$ cat src/assert_macros.svh
// assertion helpers, compiled out for synthesis
`ifndef ASSERT_MACROS_SVH
`define ASSERT_MACROS_SVH

`ifndef SYNTHESIS

`define ASSERT_SAME(lbl, clk, rst, ante, cons) \
    lbl: assert property (@(posedge clk) disable iff (!rst) (ante) |-> (cons)) \
        else $error("assertion failed");

`define ASSERT_NEXT(lbl, clk, rst, ante, cons) \
    lbl: assert property (@(posedge clk) disable iff (!rst) (ante) |=> (cons)) \
        else $error("assertion failed");

`else

`define ASSERT_SAME(lbl, clk, rst, ante, cons)

`define ASSERT_NEXT(lbl, clk, rst, ante, cons)

`endif

`endif

$ cat src/kdq_pkg.sv
package kdq_pkg;

    localparam int CAPACITY_DEF  = 16;
    localparam int WORD_BITS_DEF = 32;

    // request codes
    typedef logic [2:0] req_code_t;
    localparam req_code_t REQ_PUSH_BACK  = 3'd0;
    localparam req_code_t REQ_POP_BACK   = 3'd1;
    localparam req_code_t REQ_PEEK_BACK  = 3'd2;
    localparam req_code_t REQ_POP_FRONT  = 3'd3;
    localparam req_code_t REQ_PUSH_FRONT = 3'd4;
    localparam req_code_t REQ_FIND       = 3'd5;

    // which ring slot the store read port looks at
    typedef enum logic [1:0] {
        RD_BACK  = 2'd0,
        RD_FRONT = 2'd1,
        RD_SCAN  = 2'd2
    } rd_sel_t;

    typedef struct packed {
        logic    cap_in;
        logic    wr_en;
        logic    wr_at_front;
        logic    rd_en;
        rd_sel_t rd_sel;
        logic    scan_init;
        logic    cnt_inc;
        logic    cnt_dec;
        logic    front_next;
        logic    front_prev;
        logic    res_load;
        logic    res_ok;
        logic    res_use_rd;
    } kdq_cmd_t;

    typedef struct packed {
        req_code_t req;
        logic      full;
        logic      empty;
        logic      key_hit;
        logic      scan_last;
    } kdq_status_t;

endpackage

$ cat src/keyed_double_ended_queue_unit.sv
// steps from input beat to result: push captures the request, then writes the store
// and loads the result; pop, peek and find read the store first, find entry by entry
// one request at a time; next input beat is taken the cycle after the result loads
// find speed is set by the single read port of the key store, one entry per cycle
// reset (rst_n, async, active low) empties the queue: count and front slot clear,
// stores keep their contents and are only read where an entry was written
`include "assert_macros.svh"

module keyed_double_ended_queue_unit #(
    parameter int CAPACITY  = kdq_pkg::CAPACITY_DEF,
    parameter int WORD_BITS = kdq_pkg::WORD_BITS_DEF
) (
    input  logic                           clk,
    input  logic                           rst_n,
    // request channel
    input  logic                           in_valid,
    output logic                           in_ready,
    input  logic [2:0]                     req_type,
    input  logic [WORD_BITS-1:0]           entry_key,
    input  logic [WORD_BITS-1:0]           entry_data,
    // result channel
    output logic                           out_valid,
    input  logic                           out_ready,
    output logic                           ok,
    output logic [WORD_BITS-1:0]           data_out,
    output logic [$clog2(CAPACITY+1)-1:0]  count
);
    import kdq_pkg::*;

    localparam int CNT_W = $clog2(CAPACITY + 1);

    kdq_cmd_t    cmd;
    kdq_status_t status;

    // controller: sequences one request, owns the result beat handshake
    kdq_ctrl u_ctrl (
        .clk       (clk),
        .rst_n     (rst_n),
        .in_valid  (in_valid),
        .in_ready  (in_ready),
        .out_valid (out_valid),
        .out_ready (out_ready),
        .status    (status),
        .cmd       (cmd)
    );

    // datapath: ring pointers, key/data stores, scan counters, result register
    kdq_dpath #(
        .CAPACITY  (CAPACITY),
        .WORD_BITS (WORD_BITS)
    ) u_dpath (
        .clk        (clk),
        .rst_n      (rst_n),
        .cmd        (cmd),
        .status     (status),
        .req_type   (req_type),
        .entry_key  (entry_key),
        .entry_data (entry_data),
        .ok         (ok),
        .data_out   (data_out),
        .count      (count)
    );

    // entry count in a result never exceeds the ring size
    `ASSERT_SAME(a_count_bound, clk, rst_n, out_valid, count <= CNT_W'(CAPACITY))

    // a failed request always reports a zero data word
    `ASSERT_SAME(a_fail_zero, clk, rst_n, out_valid && !ok, data_out == '0)

    // one request in flight: an accepted beat blocks the next cycle
    `ASSERT_NEXT(a_one_busy, clk, rst_n, in_valid && in_ready, !in_ready)

endmodule

$ cat src/kdq_dpath.sv
module kdq_dpath #(
    parameter int CAPACITY  = kdq_pkg::CAPACITY_DEF,
    parameter int WORD_BITS = kdq_pkg::WORD_BITS_DEF
) (
    input  logic                           clk,
    input  logic                           rst_n,
    input  kdq_pkg::kdq_cmd_t              cmd,
    output kdq_pkg::kdq_status_t           status,
    input  logic [2:0]                     req_type,
    input  logic [WORD_BITS-1:0]           entry_key,
    input  logic [WORD_BITS-1:0]           entry_data,
    output logic                           ok,
    output logic [WORD_BITS-1:0]           data_out,
    output logic [$clog2(CAPACITY+1)-1:0]  count
);
    import kdq_pkg::*;

    localparam int PTR_W = $clog2(CAPACITY);
    localparam int CNT_W = $clog2(CAPACITY + 1);
    localparam int SUM_W = CNT_W + 1;
    localparam logic [SUM_W-1:0] CAP_SUM  = SUM_W'(CAPACITY);
    localparam logic [CNT_W-1:0] CAP_CNT  = CNT_W'(CAPACITY);
    localparam logic [PTR_W-1:0] LAST_PTR = PTR_W'(CAPACITY - 1);

    logic [WORD_BITS-1:0] key_mem  [CAPACITY];
    logic [WORD_BITS-1:0] data_mem [CAPACITY];

    logic [PTR_W-1:0]     front_reg, front_next;
    logic [CNT_W-1:0]     count_reg, count_next;
    logic [PTR_W-1:0]     scan_slot_reg, scan_slot_next;
    logic [CNT_W-1:0]     scan_left_reg, scan_left_next;
    req_code_t            req_reg;
    logic [WORD_BITS-1:0] key_reg, data_reg;
    logic [WORD_BITS-1:0] rd_key_reg, rd_data_reg;
    logic                 ok_reg;
    logic [WORD_BITS-1:0] dout_reg;
    logic [CNT_W-1:0]     cnt_out_reg;

    logic [SUM_W-1:0] tail_sum, back_sum;
    logic [PTR_W-1:0] tail_slot, back_slot, front_inc, front_dec, scan_inc;
    logic [PTR_W-1:0] wr_addr, rd_addr;

    // ring slot arithmetic, one conditional subtract each
    always_comb
    begin
        tail_sum  = SUM_W'(front_reg) + SUM_W'(count_reg);
        back_sum  = tail_sum - SUM_W'(1);
        tail_slot = (tail_sum >= CAP_SUM) ? PTR_W'(tail_sum - CAP_SUM) : PTR_W'(tail_sum);
        back_slot = (back_sum >= CAP_SUM) ? PTR_W'(back_sum - CAP_SUM) : PTR_W'(back_sum);
        front_inc = (front_reg == LAST_PTR) ? '0 : front_reg + PTR_W'(1);
        front_dec = (front_reg == '0) ? LAST_PTR : front_reg - PTR_W'(1);
        scan_inc  = (scan_slot_reg == LAST_PTR) ? '0 : scan_slot_reg + PTR_W'(1);
        wr_addr   = cmd.wr_at_front ? front_dec : tail_slot;
    end

    always_comb
    begin
        case (cmd.rd_sel)
            RD_BACK:  rd_addr = back_slot;
            RD_FRONT: rd_addr = front_reg;
            RD_SCAN:  rd_addr = scan_slot_reg;
            default:  rd_addr = front_reg;
        endcase
    end

    always_comb
    begin
        count_next = count_reg;
        if (cmd.cnt_inc)
            count_next = count_reg + CNT_W'(1);
        else if (cmd.cnt_dec)
            count_next = count_reg - CNT_W'(1);

        front_next = front_reg;
        if (cmd.front_next)
            front_next = front_inc;
        else if (cmd.front_prev)
            front_next = front_dec;

        scan_slot_next = scan_slot_reg;
        scan_left_next = scan_left_reg;
        if (cmd.scan_init)
        begin
            scan_slot_next = front_inc;
            scan_left_next = count_reg - CNT_W'(1);
        end
        else if (cmd.rd_en && cmd.rd_sel == RD_SCAN)
        begin
            scan_slot_next = scan_inc;
            scan_left_next = scan_left_reg - CNT_W'(1);
        end
    end

    always_ff @(posedge clk or negedge rst_n)
    begin
        if (!rst_n)
        begin
            front_reg <= '0;
            count_reg <= '0;
        end
        else
        begin
            front_reg <= front_next;
            count_reg <= count_next;
        end
    end

    // payload registers
    always_ff @(posedge clk)
    begin
        scan_slot_reg <= scan_slot_next;
        scan_left_reg <= scan_left_next;
        if (cmd.cap_in)
        begin
            req_reg  <= req_type;
            key_reg  <= entry_key;
            data_reg <= entry_data;
        end
        if (cmd.res_load)
        begin
            ok_reg      <= cmd.res_ok;
            dout_reg    <= cmd.res_use_rd ? rd_data_reg : '0;
            cnt_out_reg <= count_next;
        end
    end

    // key and data stores
    always_ff @(posedge clk)
    begin
        if (cmd.wr_en)
        begin
            key_mem[wr_addr]  <= key_reg;
            data_mem[wr_addr] <= data_reg;
        end
        if (cmd.rd_en)
        begin
            rd_key_reg  <= key_mem[rd_addr];
            rd_data_reg <= data_mem[rd_addr];
        end
    end

    always_comb
    begin
        status.req       = req_reg;
        status.full      = (count_reg == CAP_CNT);
        status.empty     = (count_reg == '0);
        status.key_hit   = (rd_key_reg == key_reg);
        status.scan_last = (scan_left_reg == '0);
    end

    assign ok       = ok_reg;
    assign data_out = dout_reg;
    assign count    = cnt_out_reg;

endmodule

$ cat src/kdq_ctrl.sv
module kdq_ctrl (
    input  logic                 clk,
    input  logic                 rst_n,
    input  logic                 in_valid,
    output logic                 in_ready,
    output logic                 out_valid,
    input  logic                 out_ready,
    input  kdq_pkg::kdq_status_t status,
    output kdq_pkg::kdq_cmd_t    cmd
);
    import kdq_pkg::*;

    typedef enum logic [3:0] {
        ST_IDLE = 4'b0001,
        ST_EXEC = 4'b0010,
        ST_WAIT = 4'b0100,
        ST_SCAN = 4'b1000
    } kdq_state_t;

    kdq_state_t state_reg, state_next;
    logic       out_valid_reg, out_valid_next;
    logic       go;

    // result register free this cycle
    assign go = !out_valid_reg || out_ready;

    always_comb
    begin
        cmd        = '0;
        cmd.rd_sel = RD_FRONT;
        state_next = state_reg;
        in_ready   = 1'b0;

        case (state_reg)
            ST_IDLE:
            begin
                in_ready = 1'b1;
                if (in_valid)
                begin
                    cmd.cap_in = 1'b1;
                    state_next = ST_EXEC;
                end
            end

            ST_EXEC:
            begin
                case (status.req)
                    REQ_PUSH_BACK, REQ_PUSH_FRONT:
                    begin
                        if (go)
                        begin
                            if (!status.full)
                            begin
                                cmd.wr_en       = 1'b1;
                                cmd.wr_at_front = (status.req == REQ_PUSH_FRONT);
                                cmd.front_prev  = (status.req == REQ_PUSH_FRONT);
                                cmd.cnt_inc     = 1'b1;
                            end
                            cmd.res_load = 1'b1;
                            cmd.res_ok   = !status.full;
                            state_next   = ST_IDLE;
                        end
                    end

                    REQ_POP_BACK, REQ_PEEK_BACK, REQ_POP_FRONT:
                    begin
                        if (!status.empty)
                        begin
                            cmd.rd_en  = 1'b1;
                            cmd.rd_sel = (status.req == REQ_POP_FRONT) ? RD_FRONT : RD_BACK;
                            state_next = ST_WAIT;
                        end
                        else if (go)
                        begin
                            cmd.res_load = 1'b1;
                            state_next   = ST_IDLE;
                        end
                    end

                    REQ_FIND:
                    begin
                        if (!status.empty)
                        begin
                            cmd.rd_en     = 1'b1;
                            cmd.rd_sel    = RD_FRONT;
                            cmd.scan_init = 1'b1;
                            state_next    = ST_SCAN;
                        end
                        else if (go)
                        begin
                            cmd.res_load = 1'b1;
                            state_next   = ST_IDLE;
                        end
                    end

                    default:
                    begin
                        if (go)
                        begin
                            cmd.res_load = 1'b1;
                            state_next   = ST_IDLE;
                        end
                    end
                endcase
            end

            ST_WAIT:
            begin
                if (go)
                begin
                    cmd.res_load   = 1'b1;
                    cmd.res_ok     = 1'b1;
                    cmd.res_use_rd = 1'b1;
                    cmd.cnt_dec    = (status.req != REQ_PEEK_BACK);
                    cmd.front_next = (status.req == REQ_POP_FRONT);
                    state_next     = ST_IDLE;
                end
            end

            ST_SCAN:
            begin
                if (status.key_hit)
                begin
                    if (go)
                    begin
                        cmd.res_load   = 1'b1;
                        cmd.res_ok     = 1'b1;
                        cmd.res_use_rd = 1'b1;
                        state_next     = ST_IDLE;
                    end
                end
                else if (status.scan_last)
                begin
                    if (go)
                    begin
                        cmd.res_load = 1'b1;
                        state_next   = ST_IDLE;
                    end
                end
                else
                begin
                    cmd.rd_en  = 1'b1;
                    cmd.rd_sel = RD_SCAN;
                end
            end

            default:
            begin
                state_next = ST_IDLE;
            end
        endcase
    end

    always_comb
    begin
        out_valid_next = out_valid_reg;
        if (cmd.res_load)
            out_valid_next = 1'b1;
        else if (out_ready)
            out_valid_next = 1'b0;
    end

    always_ff @(posedge clk or negedge rst_n)
    begin
        if (!rst_n)
        begin
            state_reg     <= ST_IDLE;
            out_valid_reg <= 1'b0;
        end
        else
        begin
            state_reg     <= state_next;
            out_valid_reg <= out_valid_next;
        end
    end

    assign out_valid = out_valid_reg;

endmodule

$ cat config.mk
export PLATFORM = sky130hd
export DESIGN_NAME = keyed_double_ended_queue_unit
export DESIGN_NICKNAME = d
export VERILOG_FILES = /design/src/kdq_pkg.sv /design/src/keyed_double_ended_queue_unit.sv /design/src/kdq_dpath.sv /design/src/kdq_ctrl.sv
export VERILOG_INCLUDE_DIRS = /design/src /design/src/src
export SDC_FILE = /design/constraint.sdc
export NUM_CORES = 1
export LEC_CHECK = 0
export ABC_AREA = 1
export BUFFER_PORTS_ARGS = -buffer_cell sky130_fd_sc_hd__buf_2
export CORE_MARGIN = 5
export CORE_UTILIZATION = 45
export CTS_CLUSTER_SIZE = 10
export DETAILED_ROUTE_END_ITERATION = 10
export MAX_ROUTING_LAYER = met4
export PLACE_DENSITY = 0.63
export SLEW_MARGIN = 20
export SYNTH_ARGS = -nofsm -noshare
export SYNTH_HDL_FRONTEND = slang
export SYNTH_SLANG_ARGS = --single-unit
$ cat constraint.sdc
create_clock -name clk -period 14.45 [get_ports clk]
set_clock_uncertainty 0.2 [all_clocks]
set_input_delay 1.445 -clock clk [delete_from_list [all_inputs] [get_ports clk]]
set_output_delay 1.445 -clock clk [all_outputs]
set_load 0.03 [all_outputs]
=== After elaboration in Yosys (flattened, before gate mapping) ===
Memories as Yosys holds them, arrays and structs flattened. A register that Yosys moved wholly into a read port is not among the register bits.
Cells that the tools add are included.

* Register bits: 128
* Memory bits (writable): 1,024
* Logic and storage cells: 121
* Memories kept: 2

* $add $sub $neg: 10
* $lt $le $gt $ge: 2
* Eq/ne operators: 17
* Mux-type cells: 62
* Reduce and logical (&&, ||, !) cells: 16

{| class="wikitable"
|+ Memories
! name !! depth !! width !! read ports !! clocked after Yosys merged registers in !! wr ports !! line !! text
|-
| u_dpath.data_mem || 16 || 32 || 1 || 1 || 1 || kdq_dpath.sv:26 || <nowiki>logic [WORD_BITS-1:0] data_mem [CAPACITY];</nowiki>
|-
| u_dpath.key_mem || 16 || 32 || 1 || 1 || 1 || kdq_dpath.sv:25 || <nowiki>logic [WORD_BITS-1:0] key_mem [CAPACITY];</nowiki>
|}

{| class="wikitable"
|+ Operators with widths
! cell !! number
|-
| $mux W4 || 17
|-
| $eq A32 B32 Y1 || 1
|-
| $mux W1 || 20
|-
| $mux W5 || 4
|-
| $mux W2 || 8
|-
| $pmux W4 S2 || 2
|-
| $pmux W4 S4 || 1
|-
| $mux W3 || 5
|-
| $eq A4 B4 Y1 const B || 3
|-
| $ge A6 B5 Y1 const B || 2
|-
| $pmux W3 S2 || 2
|-
| $sub A4 B1 Y4 const B || 3
|-
| $logic_not A5 Y1 || 2
|-
| $sub A5 B1 Y5 const B || 2
|-
| $add A4 B1 Y4 const B || 2
|-
| $add A4 B5 Y6 || 1
|-
| $eq A3 B2 Y1 const B || 2
|-
| $eq A3 B3 Y1 const B || 2
|-
| $pmux W2 S3 || 1
|-
| $reduce_bool A2 Y1 || 3
|-
| $sub A6 B1 Y6 const B || 1
|-
| $add A5 B1 Y5 const B || 1
|-
| $eq A5 B5 Y1 const B || 1
|-
| $eq A4 B1 Y1 const B || 1
|-
| other kinds (18) || 20
|}

=== Logic depth before layout (Yosys ltp) ===
* Word-level depth: 9
* Gate-level depth with buffers: 20
* Gate-level depth less buffers: 18

=== Hierarchy ===
From an unflattened synthesis, not the netlist that was laid out.

* Cell total of the unflattened synthesis: 5,162
* Area total of the unflattened synthesis: 54,272.1 sq um

{| class="wikitable"
|+ By module, submodules not included
! module !! times used !! cells an instance !! area each (sq um) !! sequential area each (sq um)
|-
| kdq_dpath || 1 || 5,079 || 53,719.0 || 36,319.8
|-
| kdq_ctrl || 1 || 83 || 553.0 || 126.4
|}

=== Worst setup path before layout ===
Ideal clock, no wire load.

* Path kind: input -> register
* From: input out_ready
* To: memory u_dpath.data_mem[13][0] (netlist bit), enable pin
* Setup time: 486 ps
* Arrival time: 5,437 ps
* Setup slack: 8,327 ps
* Cell stages on the path: 8
* Buffers on the path: 0
* Cell sequence: nor2_1 inv_1 nand4_1 nor2_1 inv_1 o21ai_0 nand3_1 nor2_1

* Word-level cells in the longest chain between the ends: 6
* Elaborated cells on any way between the ends: 7
* Classes of those cells: mux: 6; reduce/logical: 1

{| class="wikitable"
|+ RTL lines
! item !! line !! text
|-
| start, declared || keyed_double_ended_queue_unit.sv:23 || <nowiki>input logic out_ready,</nowiki>
|-
| $logic_or A1 B1 Y1 * || kdq_ctrl.sv:25 || <nowiki>assign go = !out_valid_reg || out_ready;</nowiki>
|-
| $mux W2 * || kdq_ctrl.sv:50 || <nowiki>if (go)</nowiki>
|-
| $mux W2 * || kdq_ctrl.sv:47 || <nowiki>case (status.req)</nowiki>
|-
| $mux W2 * || kdq_ctrl.sv:34 || <nowiki>case (state_reg)</nowiki>
|-
| $mux W1 || kdq_dpath.sv:130 || <nowiki>if (cmd.wr_en)</nowiki>
|-
| $mux W1 (not written as such) || kdq_dpath.sv:133 || <nowiki>data_mem[wr_addr] <= data_reg;</nowiki>
|-
| end, declared || kdq_dpath.sv:26 ||
|}

Every way passes the cells marked *; elsewhere a longest branch is shown, timed or not.

=== Worst setup path after layout ===
* From: register u_dpath.key_reg[27]
* To: register u_dpath.rd_key_reg[25], read port of u_dpath.key_mem (data pin)

* Word-level cells in the longest chain between the ends: 5
* Elaborated cells on any way between the ends: 6
* Classes of those cells: eq/ne: 2; mux: 3; reduce/logical: 1

{| class="wikitable"
|+ RTL lines
! item !! line !! text
|-
| start, declared || kdq_dpath.sv:33 || <nowiki>logic [WORD_BITS-1:0] key_reg, data_reg;</nowiki>
|-
| start signal, assigned || kdq_dpath.sv:116 || <nowiki>key_reg <= entry_key;</nowiki>
|-
| $eq A32 B32 Y1 * || kdq_dpath.sv:147 || <nowiki>status.key_hit = (rd_key_reg == key_reg);</nowiki>
|-
| $mux W3 * || kdq_ctrl.sv:122 || <nowiki>if (status.key_hit)</nowiki>
|-
| $pmux W3 S2 * || kdq_ctrl.sv:34 ||
|-
| $eq A2 B2 Y1 / $logic_not A2 Y1 (equally long branches) || kdq_dpath.sv:58 || <nowiki>case (cmd.rd_sel)</nowiki>
|-
| $pmux W4 S2 || kdq_dpath.sv:58 ||
|-
| end, declared || kdq_dpath.sv:34 || <nowiki>logic [WORD_BITS-1:0] rd_key_reg, rd_data_reg;</nowiki>
|}

Marks and branches as above.
A chain may end at the register's enable or synchronous reset.

==> impl_results.md <==
- Die height: 356 um
- Flops & latches, synth: 1216
- Critical path type: flip-flop to flip-flop
- Post-route minimum period: 6.91 ns
- PD cells: approximately 190 nW/um2
- Nets: 5029
- Routed length per instance: approximately 22 um
- Post-Synthesis Cells: 4964
- CTS Buf Count: 142
- Drt first pass iters: 6
- Worst hold path class: flip-flop to flip-flop
- Layout fillers: just over 10000
- Ys Warns: 0
- Final worst path period share: 47.9%
- Peak per-stage delay on the critical path: 0.90 ns
- Hold buffers post-CTS: 0
- RSZ-0062 raised after global routing: false
- Root Buffer: clkbuf_16
- Total wire length: between 100 and 150 mm
- Pin count of the biggest net entering global routing: 225
- Htree depth: 4
- Grt total ovfl: 0
- Starting Density: 45.4%
- R2R Setup Slk: 7.54 ns
- Mapped Nets: 5049
- Slew Limit Fails: 0
- Peak supply drop: 335 uV
- Synth top area share: 67.2%
- Status: completed
- First-pass GRT wire length: roughly 210 mm
- Seq/Total Area, Yosys: about 68%
- Num rows: 126
- Slew HR: 15.1%
- Critical path endpoint category: flip-flop
- Antenna violations before repair: 8
- Die area: 126000 um2
- Cell Area, Placed: 55500 um2
- Global-route usage over all layers: 22.8%
- Fmax: between 100 and 150 MHz
- Placer Congestion: around 0.8
- Cell variety after synth: 37
- Post-CTS resize count: 0
- CTS max path bufs: 3
- Critical path peak fanout: 224
- Max cap viols: 0
- Mapped Area: 53700 um2
- Via density: 5.52
- Most used cell, CP: nand2_1
- Number of global-route vias before repair: 34500
- Critical Path Start Type: flip-flop
- Most common cell after layout, fill and taps aside: edfxtp_1
- Drt initial violations: between 4000 and 5000
- Critical Path, Cell by Cell: xnor2_1, nand2_1, nor2_1, nand2_1, nor2_1, nand2_1, nand2_1, nand2_1, nand2_1, nand2_8, nand3_4, buf_12, buf_6, buf_4, nand2_1, nand3_1, nand3_1, nand3_1, nand2_1
- Area Growth Syn to Fin: 10.6%
- Area leader, netlist: edfxtp_1
- HPWL Detailed: 64.6 mm
- TritonCTS clock tree: done
- Fin. Hold Viols: 0
- Largest registers: u_dpath.data_mem (512), u_dpath.key_mem (512)
- Top cells by area, synth: edfxtp_1 67%, nand3_1 8.5%, inv_1 7.8%
- Avg Synthesized Cell Area: 10.8 um2
- Worst skew pair latency: 0.75 ns
- Slowest CP cell: buf_4
- Commonest non-fill, non-tap cells in the layout: 1202 x edfxtp_1, 1114 x inv_1, 914 x nand3_1
- Worst-path clk slew: around 0.05 ns
- Setup TNS: 0 ns
- Least-Margin Pin Slew: approximately 1.3 ns
- CTS sink cnt: 1216
- Post-CTS setup buffer count: 0
- Layout cells sized above 1: 7.40%
- Antenna-violating nets left: 0
- Io pins: 111
- Design area: 59500 um2
- DR vias: 36400
- Core ar.: 118000 um2
- Design Power: 0.0116 W
- Setup Viol. Count Final: 0
- Die W: roughly 360 um
- Leak Pwr: roughly 25 nW
- Detailed-route DRC error count: 0
- IO Port Bufs: 110
- Worst EP required: 14.73 ns
- WP data arrival: 7.20 ns
[Yosys cell counts (all sizes together)]
cell type	instances
a21oi	16
ha	13
a31oi	1
buf	245
nand2	666
nand3	916
edfxtp	1202
o221ai	1
nor2	80
o31ai	1
clkbuf	86
nor3	6
xnor2	29
mux2	1
o211ai	2
inv	1122
clkinv	1
fa	1
o22ai	5
a31o	1
o21ai	23
or2	4
dfstp	1
nand4	515
dfrtp	13
xor2	13
[stage by stage]
step | setup slack (ns) | utilization [%] | hold slack, ns | cells
2_1_floorplan | 8.33 | - | 0.319 | 4964
4_1_cts | 7.27 | 50.2 | 0.345 | 6585
3_3_place_gp | 7.47 | 46.8 | 0.333 | 6398
5_1_grt | 7.06 | 50.2 | 0.366 | 6588
6_report | 7.54 | 50.2 | 0.343 | 6589
3_5_place_dp | 7.28 | 46.9 | 0.330 | 6400
[worst paths after layout]
kind | from | depth (start not counted) | end
max | u_dpath.key_reg[27] | 19 | u_dpath.rd_key_reg[25]
min | u_dpath.rd_data_reg[16] | 2 | u_dpath.data_out[16]
max reg2reg | u_dpath.key_reg[27] | 19 | u_dpath.rd_key_reg[25]
min reg2reg | u_dpath.rd_data_reg[16] | 2 | u_dpath.data_out[16]
max in group asynchronous | rst_n | 1 | u_ctrl.state_reg[0]
min in group asynchronous | rst_n | 1 | u_dpath.front_reg[1]
[routing by layer]
metal | part of all wire, % | up-vias | global-route usage (%) | routed length (um)
li1 | - | 16800 | - | -
met1 | 42 | 17600 | 31.2 | 60000
met2 | 46 | 1704 | 35.3 | 65000
met3 | 9.1 | 317 | 3.97 | 12900
met4 | 2.8 | 0 | 6.87 | 4020
met5 | 0 | - | - | 0
[cell type report]
class / count / area (um2) / area share [%]
Antenna cell: 4 / 10.0 / 0.0168
Clock buffer: 169 / 3730 / 6.27
Clock inverter: 16 / 210 / 0.354
Inverter: 1123 / 4230 / 7.12
Multi-Input combinational cell: 2294 / 11700 / 19.7
Sequential cell: 1216 / 36400 / 61.3
Tap cell: 1600 / 2000 / 3.37
Timing Repair Buffer: 167 / 1100 / 1.85
[report_power, final]
part	total [W]	switching, W	internal [W]
combinational	0.00396	0.00283	0.00112
clock	0.00316	0.00134	0.00182
sequential	0.00445	0.000198	0.00426
total	0.0116	0.00437	0.00720
[critical path, delay by kind of cell (launching register included)]
kind,cells,cell delay (ns)
and+or+nand+nor,15,2.94
buffers and inverters,3,2.46
xor gates and xnor gates,1,0.26
DFF,1,0.61
[logic make-up (layout without fill, tap and decap cells)]
| family | Yosys count | in the layout | share of synthesized area, % |
|---|---|---|---|
| compound gates | 50 | 50 | 0.515 |
| xor+xnor | 42 | 42 | 0.684 |
| fa+ha+maj | 14 | 14 | 0.340 |
| buf+inv | 1454 | 1475 | 10.7 |
| flops | 1216 | 1216 | 67.8 |
| mux | 1 | 1 | 0.0210 |
| other cells | 0 | 4 | 0 |
| simple gates | 2187 | 2187 | 19.9 |
Note: power is estimated with default switching activity, not from simulation.
